File: src/hdl/tms_pkg.sv
// Shared constants, table word layout and state types for the totient/Moebius sieve sums.
package tms_pkg;

	// Table range and derived widths
	localparam int unsigned MAX_N = 131072;
	localparam int unsigned NW    = $clog2(MAX_N + 1);  // index / query value width
	localparam int unsigned PHI_W = $clog2(MAX_N);      // stored totient width
	localparam int unsigned QW    = 18;                 // query_n port width
	localparam int unsigned CP_W  = 35;                 // coprime_pairs width
	localparam int unsigned GS_W  = 48;                 // gcd_sum width

	// Moebius codes, two's complement in two bits
	localparam logic [1:0] MU_ZERO = 2'b00;
	localparam logic [1:0] MU_POS  = 2'b01;
	localparam logic [1:0] MU_NEG  = 2'b11;

	typedef struct packed {
		logic             prime;
		logic [1:0]       mu;
		logic [PHI_W-1:0] phi;
	} tbl_word_t;

	typedef struct packed {
		logic          en;
		logic [NW-1:0] addr;
	} ram_rd_t;

	typedef struct packed {
		logic          en;
		logic [NW-1:0] addr;
		tbl_word_t     data;
	} ram_wr_t;

	typedef enum logic [2:0] {
		SV_IDLE,
		SV_INIT,
		SV_SCAN_RD,
		SV_SCAN_CHK,
		SV_PASS
	} sieve_state_t;

	typedef enum logic [1:0] {
		TS_IDLE,
		TS_BUILD,
		TS_LAUNCH,
		TS_SUM
	} top_state_t;

endpackage

File: src/hdl/tms_sum_unit.sv
// Quotient walker and multiply-accumulate pipeline for the two divisor sums.
module tms_sum_unit import tms_pkg::*; (
	input  logic            clk,
	input  logic            arst_n,
	input  logic            start,
	input  logic [NW-1:0]   n,
	input  tbl_word_t       rd_data,
	output ram_rd_t         rd,
	output logic            done,
	output logic [CP_W-1:0] coprime,
	output logic [GS_W-1:0] gsum
);

	localparam int unsigned RW    = NW + 1;
	localparam int unsigned SQ_W  = 2 * NW;
	localparam int unsigned PRD_W = SQ_W + PHI_W;

	logic             run_q;
	logic             walk_q;
	logic [NW-1:0]    k_q;
	logic [NW-1:0]    q_q;
	logic [RW-1:0]    r_q;
	logic             emit;

	logic             vld_s1, vld_s2, vld_s3;
	logic [NW-1:0]    q_s1;
	logic [SQ_W-1:0]  sq_s2;
	logic [PHI_W-1:0] phi_s2;
	logic [1:0]       mu_s2;
	logic [GS_W-1:0]  prod_s3;
	logic [CP_W-1:0]  cp_q;
	logic [GS_W-1:0]  gs_q;

	logic [SQ_W-1:0]  sq_full;
	logic [PRD_W-1:0] prod_full;

	// (q, r) with n = q*k + r is valid for k while r is non-negative
	assign emit    = walk_q && !r_q[RW-1];
	assign rd.en   = emit;
	assign rd.addr = k_q;

	assign sq_full   = SQ_W'(q_s1) * SQ_W'(q_s1);
	assign prod_full = PRD_W'(sq_s2) * PRD_W'(phi_s2);

	always_ff @(posedge clk or negedge arst_n) begin
		if (!arst_n) begin
			run_q  <= 1'b0;
			walk_q <= 1'b0;
			vld_s1 <= 1'b0;
			vld_s2 <= 1'b0;
			vld_s3 <= 1'b0;
		end else begin
			vld_s1 <= emit;
			vld_s2 <= vld_s1;
			vld_s3 <= vld_s2;
			if (start) begin
				run_q  <= 1'b1;
				walk_q <= (n != '0);
			end else begin
				if (done) begin
					run_q <= 1'b0;
				end
				if (emit && (k_q == n)) begin
					walk_q <= 1'b0;
				end
			end
		end
	end

	// walker: advance k on emit, otherwise step q down one and fix the remainder
	always_ff @(posedge clk) begin
		if (start) begin
			k_q <= NW'(1);
			q_q <= n;
			r_q <= '0;
		end else if (walk_q) begin
			if (emit) begin
				if (k_q != n) begin
					k_q <= k_q + NW'(1);
					r_q <= r_q - {1'b0, q_q};
				end
			end else begin
				q_q <= q_q - NW'(1);
				r_q <= r_q + {1'b0, k_q};
			end
		end
	end

	always_ff @(posedge clk) begin
		q_s1    <= q_q;
		sq_s2   <= sq_full;
		phi_s2  <= rd_data.phi;
		mu_s2   <= rd_data.mu;
		prod_s3 <= GS_W'(prod_full);
		if (start) begin
			cp_q <= '0;
			gs_q <= '0;
		end else begin
			if (vld_s2) begin
				case (mu_s2)
					MU_POS:  cp_q <= cp_q + CP_W'(sq_s2);
					MU_NEG:  cp_q <= cp_q - CP_W'(sq_s2);
					default: cp_q <= cp_q;
				endcase
			end
			if (vld_s3) begin
				gs_q <= gs_q + prod_s3;
			end
		end
	end

	assign done    = run_q && !walk_q && !vld_s1 && !vld_s2 && !vld_s3;
	assign coprime = cp_q;
	assign gsum    = gs_q;

endmodule

File: config.mk
export PLATFORM = sky130hd
export DESIGN_NAME = tms_sum_unit
export DESIGN_NICKNAME = d
export VERILOG_FILES = /design/src/hdl/tms_pkg.sv /design/src/hdl/tms_sum_unit.sv
export SDC_FILE = /design/constraint.sdc
export NUM_CORES = 2
export LEC_CHECK = 0
export ABC_AREA = 1
export BUFFER_PORTS_ARGS = -buffer_cell sky130_fd_sc_hd__buf_2
export CAP_MARGIN = 15
export CORE_MARGIN = 1.5
export CORE_UTILIZATION = 47
export DETAILED_ROUTE_END_ITERATION = 7
export PLACE_DENSITY = 0.71
export SLEW_MARGIN = 20
export SYNTH_ARGS = -nofsm -noshare
export SYNTH_HDL_FRONTEND = slang
export SYNTH_SLANG_ARGS = --single-unit
File: constraint.sdc
create_clock -name clk -period 5.7 [get_ports clk]
set_input_delay 0.285 -clock clk [delete_from_list [all_inputs] [get_ports clk]]
set_output_delay 0.285 -clock clk [all_outputs]
set_load 0.01 [all_outputs]
==> results.ini <==
[global_route]
met1_usage=0.357
use_met3=0.0358
met2_usage=0.496
grt_usage=0.285
top_usage_layer=met2
grt_max_degree=79
antenna_found_initial=1
grt_pass1_vias=41800
grt-ovfl-total=0
grt_pass1_wl_mm=221

[timing]
worstMarginPinSlew_ns=0.999
relSlewSlack=0.334
fin_skew_ns=0.0418
rsz0062_at_grt=yes
setup_violations=0
drv_slew=0
layout_min_cycle_time_ns=5.64
fmax_mhz=177
hold_viol=0
finalCritPeriodShare=0.990

[synth]
synthTopCellsByArea=fa_1, inv_1, nand2_1
postSynthCellCount=6350
synth_edf_count=18
yosysSeqAreaShare=0.120
netlist.top_cell.by_area=fa_1
synth-async-reset-ratio=0.0190
netlist_area_um2=45500
yosys_warnings=0
synth_commonest_cells=inv_1, nand2_1, fa_1
ys.flop_type=dfxtp_1
yosysMostFrequentCell=inv_1
synth_cell_types=57
synth_top_area_share=0.314
synth_area_per_cell_um2=7.17
synth_seq_cells=263

[placement]
portBuffers=142
gp_congestion=1.00
dp_hpwl_mm=116
placed_cells=7903

[setup_path]
critPathMaxFanout=14
reg2reg_depth=23
startpoint_type=register
crit_required_ns=6.18
cp-end-kind=register
critPathLaunch=phi_s2[5]
r2r_end=prod_s3[44]
r2r_slack_ns=0.06
critPathKind=reg -> reg
arrival_ns=6.12
cp-endpoint=prod_s3[44]
timing.rr.start=phi_s2[5]

[cts]
clock_sinks=263
cts_made_buffers=37
clk_latency_ns=0.62
clkTransAtPathRegs_ns=0.06
clockBufferDepth=3
cts_max_level=2
cts_tree=yes
root_buffer=clkbuf_16

[drt]
num_vias=41300
routed_wl_mm=146
ant_nets=0
firstDrtPassIters=6
via_per_inst=5.14
drc=0
post_drt_wl_per_cell_um=18.1
drtIter0Drc=3167

[floorplanning]
die_w_um=314
die_height_um=314
rows=113
floorplan.initialDensity=0.477
num_io_pins=144
dieArea_um2=98700
core_area_um2=95400

[finish]
syn_to_final_growth_pct=17.8
fin_cells=8038
antenna_cells=0
finalNetCount=7815
layout-drive-gt1-share=0.137

[min_path]
min_path_type=in -> reg

[flow_run]
maxCapViolCount=0

[run_status]
outcome=finished clean

[how the worst min path moves through the flow]
stage | cells past startpoint | startpoint | to | slack, ns
CTS | 3 | n[12] | q_q[12] | 0.02
floorplan | 0 | arst_n | run_q | -0.01
finish | 3 | n[16] | walk_q | 0.04
global placement | 1 | arst_n | vld_s2 | 0.13
global route | 3 | n[17] | walk_q | 0.05
detailed placement | 1 | arst_n | vld_s2 | 0.13
[state kept, by name (all words and copies together), names as in the netlist]
signal / flops
walk_q: 1
prod_s3: 48
k_q: 18
q_q: 18
vld_s3: 1
r_q: 19
phi_s2: 17
mu_s2: 2
gsum: 48
vld_s1: 1
coprime: 35
run_q: 1
sq_s2: 35
vld_s2: 1
q_s1: 18
[worst max-delay path, stage by stage (launching register included)]
cell       delay, ns
dfxtp_4         0.42
clkbuf_16       0.22
buf_4           0.15
nand2_1         0.07
fa_1            0.55
inv_1           0.06
fa_1            0.48
inv_1           0.06
fa_2            0.52
inv_1           0.05
fa_2            0.38
fa_1            0.52
inv_1           0.06
fa_1            0.47
inv_1           0.07
ha_4            0.24
a21oi_4         0.16
o21ai_1         0.10
nand2_1         0.06
o211ai_1        0.20
a31oi_1         0.24
nand3_2         0.13
xor2_1          0.15
buf_4           0.14
[cells by family after synthesis]
logic type	after synthesis	synth area share
buf+inv	1866	0.155
compound gates	609	0.0735
fa+ha+maj	1030	0.401
flops	263	0.120
xor+xnor	202	0.0389
simple gates	2378	0.211
other cells	2	0.000165
[cell usage in the layout, fill, tap and decap left out, types with 23 or more instances in the layout]
| cell type | count |
|---|---|
| ha_1 | 283 |
| buf_12 | 46 |
| nand2_1 | 1477 |
| o21ai_0 | 201 |
| nor2_2 | 37 |
| inv_2 | 31 |
| fa_1 | 696 |
| nand4_1 | 52 |
| inv_1 | 1605 |
| a21oi_1 | 226 |
| nand3_1 | 177 |
| dfxtp_2 | 23 |
| ha_4 | 32 |
| nand2_2 | 36 |
| buf_4 | 338 |
| buf_2 | 141 |
| o21ai_1 | 36 |
| nor2_1 | 469 |
| dfxtp_1 | 200 |
| nor3_1 | 38 |
| xnor2_1 | 65 |
| xor2_1 | 136 |
| clkbuf_16 | 53 |
[final cells by class]
class | count | area, um2
Clock buffer | 47 | 1050
Clock inverter | 21 | 300
Fill cell | 8824 | 41800
Inverter | 1638 | 6150
Multi-Input combinational cell | 4228 | 34100
Sequential cell | 263 | 5560
Tap cell | 1265 | 1580
Timing Repair Buffer | 576 | 4920
[per-stage QoR]
step           utilization  area (um2)  setup WS (ns)  TNS, ns  hold slack [ns]
2_1_floorplan            -       45600         0.0485        0          -0.0106
3_3_place_gp         0.526       50200        -0.0394   -0.123            0.128
3_5_place_dp         0.526       50200         -0.119    -1.06            0.130
4_1_cts              0.544       51900        -0.0124  -0.0251           0.0179
5_1_grt              0.562       53600         -0.119   -0.766           0.0476
6_report             0.562       53600         0.0552        0           0.0359
[timing repair]
action	4_1_cts	5_1_grt
hold buffers	20	0
buffers inserted	0	31
resized for setup	40	313
hold endpoints to repair	24	0
cloned	1	15
pin swaps	2	95
setup endpoints to repair	26	52
[layer usage]
metal  share of wire  vias to the layer above
met1            0.39                    19900
met2            0.48                     1495
met4           0.059                        2
met3           0.074                      446
met5        0.000082                        -
li1                -                    19500
Power is not shown: default switching activity piles up to over one toggle a cycle in this logic, so the estimate is an artifact.
