$ cat src/hdl/tms_pkg.sv
// Shared constants, table word layout and state types for the totient/Moebius sieve sums.
package tms_pkg;

	// Table range and derived widths
	localparam int unsigned MAX_N = 131072;
	localparam int unsigned NW    = $clog2(MAX_N + 1);  // index / query value width
	localparam int unsigned PHI_W = $clog2(MAX_N);      // stored totient width
	localparam int unsigned QW    = 18;                 // query_n port width
	localparam int unsigned CP_W  = 35;                 // coprime_pairs width
	localparam int unsigned GS_W  = 48;                 // gcd_sum width

	// Moebius codes, two's complement in two bits
	localparam logic [1:0] MU_ZERO = 2'b00;
	localparam logic [1:0] MU_POS  = 2'b01;
	localparam logic [1:0] MU_NEG  = 2'b11;

	typedef struct packed {
		logic             prime;
		logic [1:0]       mu;
		logic [PHI_W-1:0] phi;
	} tbl_word_t;

	typedef struct packed {
		logic          en;
		logic [NW-1:0] addr;
	} ram_rd_t;

	typedef struct packed {
		logic          en;
		logic [NW-1:0] addr;
		tbl_word_t     data;
	} ram_wr_t;

	typedef enum logic [2:0] {
		SV_IDLE,
		SV_INIT,
		SV_SCAN_RD,
		SV_SCAN_CHK,
		SV_PASS
	} sieve_state_t;

	typedef enum logic [1:0] {
		TS_IDLE,
		TS_BUILD,
		TS_LAUNCH,
		TS_SUM
	} top_state_t;

endpackage

$ cat src/hdl/tms_sieve.sv
// Table builder: init sweep, prime scan and one multiple-walk pass per prime.
module tms_sieve import tms_pkg::*; (
	input  logic      clk,
	input  logic      arst_n,
	input  logic      go,
	input  tbl_word_t rd_data,
	output ram_rd_t   rd,
	output ram_wr_t   wr,
	output logic      built
);

	localparam int unsigned MW = PHI_W + NW;

	sieve_state_t   state_q, state_d;
	logic           built_q;
	logic [NW-1:0]  p_q;
	logic [NW-1:0]  j_q;
	logic [NW:0]    m_q;
	logic [NW-1:0]  c_q;

	logic           vld_s1;
	logic [NW-1:0]  m_s1;
	logic [NW-1:0]  fac_s1;
	logic           div_s1;
	logic           first_s1;

	logic [NW:0]    m_nxt;
	logic           pass_last;
	logic [NW-1:0]  c_inc;
	logic [NW-1:0]  c_nxt;
	logic           p_at_max;
	logic [MW-1:0]  phi_prod;
	logic [1:0]     mu_new;

	assign m_nxt     = m_q + (NW + 1)'(p_q);
	assign pass_last = m_nxt > (NW + 1)'(MAX_N);
	assign c_inc     = c_q + NW'(1);
	assign c_nxt     = (c_inc == p_q) ? '0 : c_inc;
	assign p_at_max  = (p_q == NW'(MAX_N));

	// phi(j*p) = phi(j) * p when p divides j, else phi(j) * (p - 1)
	assign phi_prod = MW'(rd_data.phi) * MW'(fac_s1);

	always_comb begin
		case (rd_data.mu)
			MU_POS:  mu_new = MU_NEG;
			MU_NEG:  mu_new = MU_POS;
			default: mu_new = MU_ZERO;
		endcase
		if (div_s1) begin
			mu_new = MU_ZERO;
		end
	end

	// next state
	always_comb begin
		state_d = state_q;
		unique case (state_q)
			SV_IDLE: begin
				if (go && !built_q) begin
					state_d = SV_INIT;
				end
			end
			SV_INIT: begin
				if (p_at_max) begin
					state_d = SV_SCAN_RD;
				end
			end
			SV_SCAN_RD: begin
				state_d = SV_SCAN_CHK;
			end
			SV_SCAN_CHK: begin
				if (rd_data.prime) begin
					state_d = SV_PASS;
				end else if (p_at_max) begin
					state_d = SV_IDLE;
				end else begin
					state_d = SV_SCAN_RD;
				end
			end
			SV_PASS: begin
				if (pass_last) begin
					state_d = p_at_max ? SV_IDLE : SV_SCAN_RD;
				end
			end
			default: begin
				state_d = SV_IDLE;
			end
		endcase
	end

	// memory port drive
	always_comb begin
		rd.en   = (state_q == SV_SCAN_RD) || (state_q == SV_PASS);
		rd.addr = (state_q == SV_SCAN_RD) ? p_q : j_q;

		wr.en   = 1'b0;
		wr.addr = m_s1;
		wr.data = '{prime: first_s1, mu: mu_new, phi: phi_prod[PHI_W-1:0]};
		if (vld_s1) begin
			wr.en = 1'b1;
		end else if (state_q == SV_INIT) begin
			wr.en   = 1'b1;
			wr.addr = p_q;
			// entries above half range only matter once a pass rewrites them
			if (p_q == '0) begin
				wr.data = '{prime: 1'b0, mu: MU_ZERO, phi: '0};
			end else if (p_q == NW'(1)) begin
				wr.data = '{prime: 1'b0, mu: MU_POS, phi: PHI_W'(1)};
			end else begin
				wr.data = '{prime: 1'b1, mu: MU_POS, phi: p_q[PHI_W-1:0]};
			end
		end
	end

	always_ff @(posedge clk or negedge arst_n) begin
		if (!arst_n) begin
			state_q <= SV_IDLE;
			built_q <= 1'b0;
			vld_s1  <= 1'b0;
		end else begin
			state_q <= state_d;
			vld_s1  <= (state_q == SV_PASS);
			if ((state_q != SV_IDLE) && (state_d == SV_IDLE)) begin
				built_q <= 1'b1;
			end
		end
	end

	always_ff @(posedge clk) begin
		m_s1     <= m_q[NW-1:0];
		fac_s1   <= (c_q == '0) ? p_q : (p_q - NW'(1));
		div_s1   <= (c_q == '0);
		first_s1 <= (j_q == NW'(1));
		case (state_q)
			SV_IDLE: begin
				p_q <= '0;
			end
			SV_INIT: begin
				p_q <= p_at_max ? NW'(2) : (p_q + NW'(1));
			end
			SV_SCAN_CHK: begin
				if (rd_data.prime) begin
					j_q <= NW'(1);
					m_q <= (NW + 1)'(p_q);
					c_q <= NW'(1);
				end else if (!p_at_max) begin
					p_q <= p_q + NW'(1);
				end
			end
			SV_PASS: begin
				j_q <= j_q + NW'(1);
				m_q <= m_nxt;
				c_q <= c_nxt;
				if (pass_last && !p_at_max) begin
					p_q <= p_q + NW'(1);
				end
			end
			default: begin
				p_q <= p_q;
			end
		endcase
	end

	assign built = built_q;

endmodule

$ cat config.mk
export PLATFORM = sky130hd
export DESIGN_NAME = tms_sieve
export DESIGN_NICKNAME = d
export VERILOG_FILES = /design/src/hdl/tms_pkg.sv /design/src/hdl/tms_sieve.sv
export SDC_FILE = /design/constraint.sdc
export NUM_CORES = 1
export LEC_CHECK = 0
export ABC_AREA = 0
export BUFFER_PORTS_ARGS = -buffer_cell sky130_fd_sc_hd__buf_2
export CAP_MARGIN = 0
export CORE_MARGIN = 4
export CORE_UTILIZATION = 48
export DETAILED_ROUTE_END_ITERATION = 6
export GPL_TIMING_DRIVEN = 0
export PLACE_DENSITY_LB_ADDON = 0.08
export SLEW_MARGIN = 25
export SYNTH_ARGS = -nofsm -noshare
export SYNTH_HDL_FRONTEND = slang
export SYNTH_SLANG_ARGS = --single-unit
export TNS_END_PERCENT = 10
$ cat constraint.sdc
create_clock -name clk -period 6.38 [get_ports clk]
set_clock_uncertainty 0.05 [all_clocks]
set_input_delay 0.957 -clock clk [delete_from_list [all_inputs] [get_ports clk]]
set_output_delay 0.957 -clock clk [all_outputs]
set_load 0.05 [all_outputs]
==> flow_summary.yaml <==
route:
  drtPass1Iterations: 5
  drt_iter0_markers: 409
  drc: 0
  wl_per_cell_um: 18.6
  viasPerCell: 5.25
  ant_nets: 0
  wl_mm: 31.8
  dr_total_vias: 8991
global_route:
  grt_pass1_wl_mm: 51.3
  grt_max_degree: 38
  antenna_found_initial: 0
  overflow: 0
  grt.total_usage_pct: 25.2
  grt_pass1_vias: 9477
setup_path:
  critPathBufInv: 7
  endpoint_kind: "primary output"
  crit_family: "adder cells"
  cp-start-kind: "input pin"
  worstPathArrival_ns: 5.81
  cp.required_ns: 5.37
  critical-path-max-stage-delay_ns: 0.55
  crit_path_cell_trace: "buf_12 -> and2_4 -> fa_1 -> inv_2 -> fa_1 -> fa_1 -> fa_1 -> inv_2 -> fa_1 -> inv_2 -> fa_1 -> inv_2 -> ha_4 -> inv_4 -> o221ai_4 -> o41ai_4 -> xor2_2 -> o21ai_4 -> buf_6"
  slowest_stage: "fa_1"
  cpMostUsedCell: "fa_1"
  worst-path-max-fanout: 5
  crit_type: "in -> out"
finish:
  final_common_cell: "nand2_1"
  stdcell_count: 1711
  drive_above_1_share_pct: 15.7
  antenna_cells: 0
  nNetsFinal: 1580
  final_core_util_pct: 58.0
  final_cell_mix: "nand2_1 (214), inv_1 (165), fa_1 (94), nor2_1 (86), buf_2 (75)"
  syn_to_final_growth_pct: 17.7
  nFillCells: 2149
clocking:
  cts-root-buf: "clkbuf_16"
  cts_hold_buf: 0
  cts.path.max_buffers: 2
  numCtsBuffers: 17
  cts.sinks: 115
  insertion_delay_ns: 0.42
  h-tree-depth: 4
  clkTransAtPathRegs_ns: 0.05
  cts_tree: "done"
synthesis:
  yosys_warnings: 0
  syn-num-nets: 1480
  ys_async_sr_fraction_pct: 4.35
  syn_inst: 1285
  ys_types: 63
  synthFlopType: "edfxtp_1"
  avgSynthCellArea_um2: 8.78
  yosys_register_bits: 115
  yosysSeqAreaShare_pct: 27.1
  synth_edf_count: 73
  syn_area_um2: 11300
sta:
  fmax_mhz: 147
  tightestPinTransition_ns: 0.904
  finalHoldViolations: 0
  fin_ws_ns: -0.439
  period_minus_slack_ns: 6.82
  max_slew_margin_pct: 39.8
  fin_crit_sh_pct: 107
  setup_viol: 6
  finalMaxSlewViolations: 0
  rsz0062_at_grt: "true"
floorplanning:
  chipWidth_um: 161
  die_area_um2: 26000
  ios: 82
  start_util_pct: 49.2
  core_um2: 22900
  std_cell_rows: 55
  die_h_um: 161
placement:
  portBuffers: 79
  placedCellCount: 1678
  dpl.hpwl_mm: 24.8
  routabilityCongestion: 0.869
flow_run:
  cap_viol_max_count: 0
outcome:
  status: "finished, violations left"
  violations: "negative setup slack"
hold_path:
  min_path_type: "in -> async"
[stage by stage]
| stage | instance area (um^2) | hold WS [ns] | worst slack [ns] | TNS, ns |
|---|---|---|---|---|
| finish | 13300 | 0.295 | -0.439 | -1.71 |
| CTS | 13200 | 0.297 | -0.448 | -1.94 |
| floorplan | 11500 | 0.302 | -0.219 | -0.717 |
| global placement | 12300 | 0.320 | -0.961 | -4.43 |
| global route | 13300 | 0.297 | -0.585 | -2.82 |
| detailed placement | 12300 | 0.325 | -1.00 | -4.57 |
[final cells by class]
| type | count | area [um^2] | area share [%] |
|---|---|---|---|
| multi-input cells | 936 | 7640 | 57.5 |
| flip-flops and latches | 115 | 3060 | 23.1 |
| inverters | 170 | 641 | 4.82 |
| repair buffers | 85 | 546 | 4.11 |
| clock buffers | 19 | 433 | 3.26 |
| well taps | 313 | 392 | 2.95 |
| plain buffers | 60 | 338 | 2.54 |
| clock inverters | 13 | 236 | 1.78 |
[routing by layer]
layer | global-route usage [%] | part of all wire, % | vias to the layer above
li1 | - | - | 4333
met1 | 30.4 | 41 | 4373
met2 | 46.3 | 52 | 234
met3 | 3.34 | 4.2 | 51
met4 | 8.49 | 2.8 | 0
met5 | 0 | 0 | -
[state kept, by name, indices dropped and copies added, names as in the netlist]
register / flops
m_q: 19
c_q: 18
state_q: 3
vld_s1: 1
div_s1: 1
built: 1
m_s1: 18
j_q: 18
p_q: 18
first_s1: 1
fac_s1: 17
[repair_timing]
item / CTS / global route
gates cloned: 2 / 0
gates resized for setup: 65 / 16
pin swaps: 27 / 5
setup buffers: 3 / 0
endpoints found under the setup margin: 9 / 8
[final timing paths]
check | from | endpoint | slack, ns | depth (start not counted)
max in group asynchronous | arst_n | vld_s1$_DFF_PN0_ | 5.85 | 1
worst max register to register | p_q[1]$_DFFE_PP_ | p_q[6]$_DFFE_PP_ | 1.82 | 12
worst max-delay path | rd_data[3] | wr[15] | -0.44 | 19
worst min-delay path | arst_n | built$_DFFE_PN0P_ | 0.29 | 1
min in group clk | m_q[3]$_DFFE_PP_ | m_s1[3]$_DFF_P_ | 0.33 | 0
worst min register to register | m_q[3]$_DFFE_PP_ | m_s1[3]$_DFF_P_ | 0.33 | 0
[synth_stat cells, drive strengths merged, types with 5 or more instances]
master  number  area share (%)
nand2      217             7.3
inv        170             5.7
fa          95              17
nor2        90             3.0
ha          77             8.5
edfxtp      73              19
xnor2       69             5.4
xor2        68             5.3
and2        60             3.3
clkbuf      49             1.6
o21ai       44             2.0
dfxtp       37             6.6
nand3       35             1.6
a21oi       25             1.1
nor3        24             1.1
mux2        19             1.9
buf         15            0.95
nor4        12            0.72
and3        11            0.61
nand4       11            0.61
or3          8            0.53
a21o         7            0.47
nand2b       6            0.33
and4         5            0.39
dfrtp        5             1.1
nor2b        5            0.28
[logic make-up after synthesis]
group | Yosys count | synth area share (%)
xor gates and xnor gates | 137 | 10.6
AOI/OAI and AO/OA | 109 | 5.91
muxes | 20 | 1.98
buffers and inverters | 234 | 8.24
and+or+nand+nor | 498 | 20.8
adders and majority gates | 172 | 25.4
DFF | 115 | 27.1
Power is left out: the tool's default activity adds up to more than one toggle a clock period on the data nets, which glitch-free logic cannot reach.
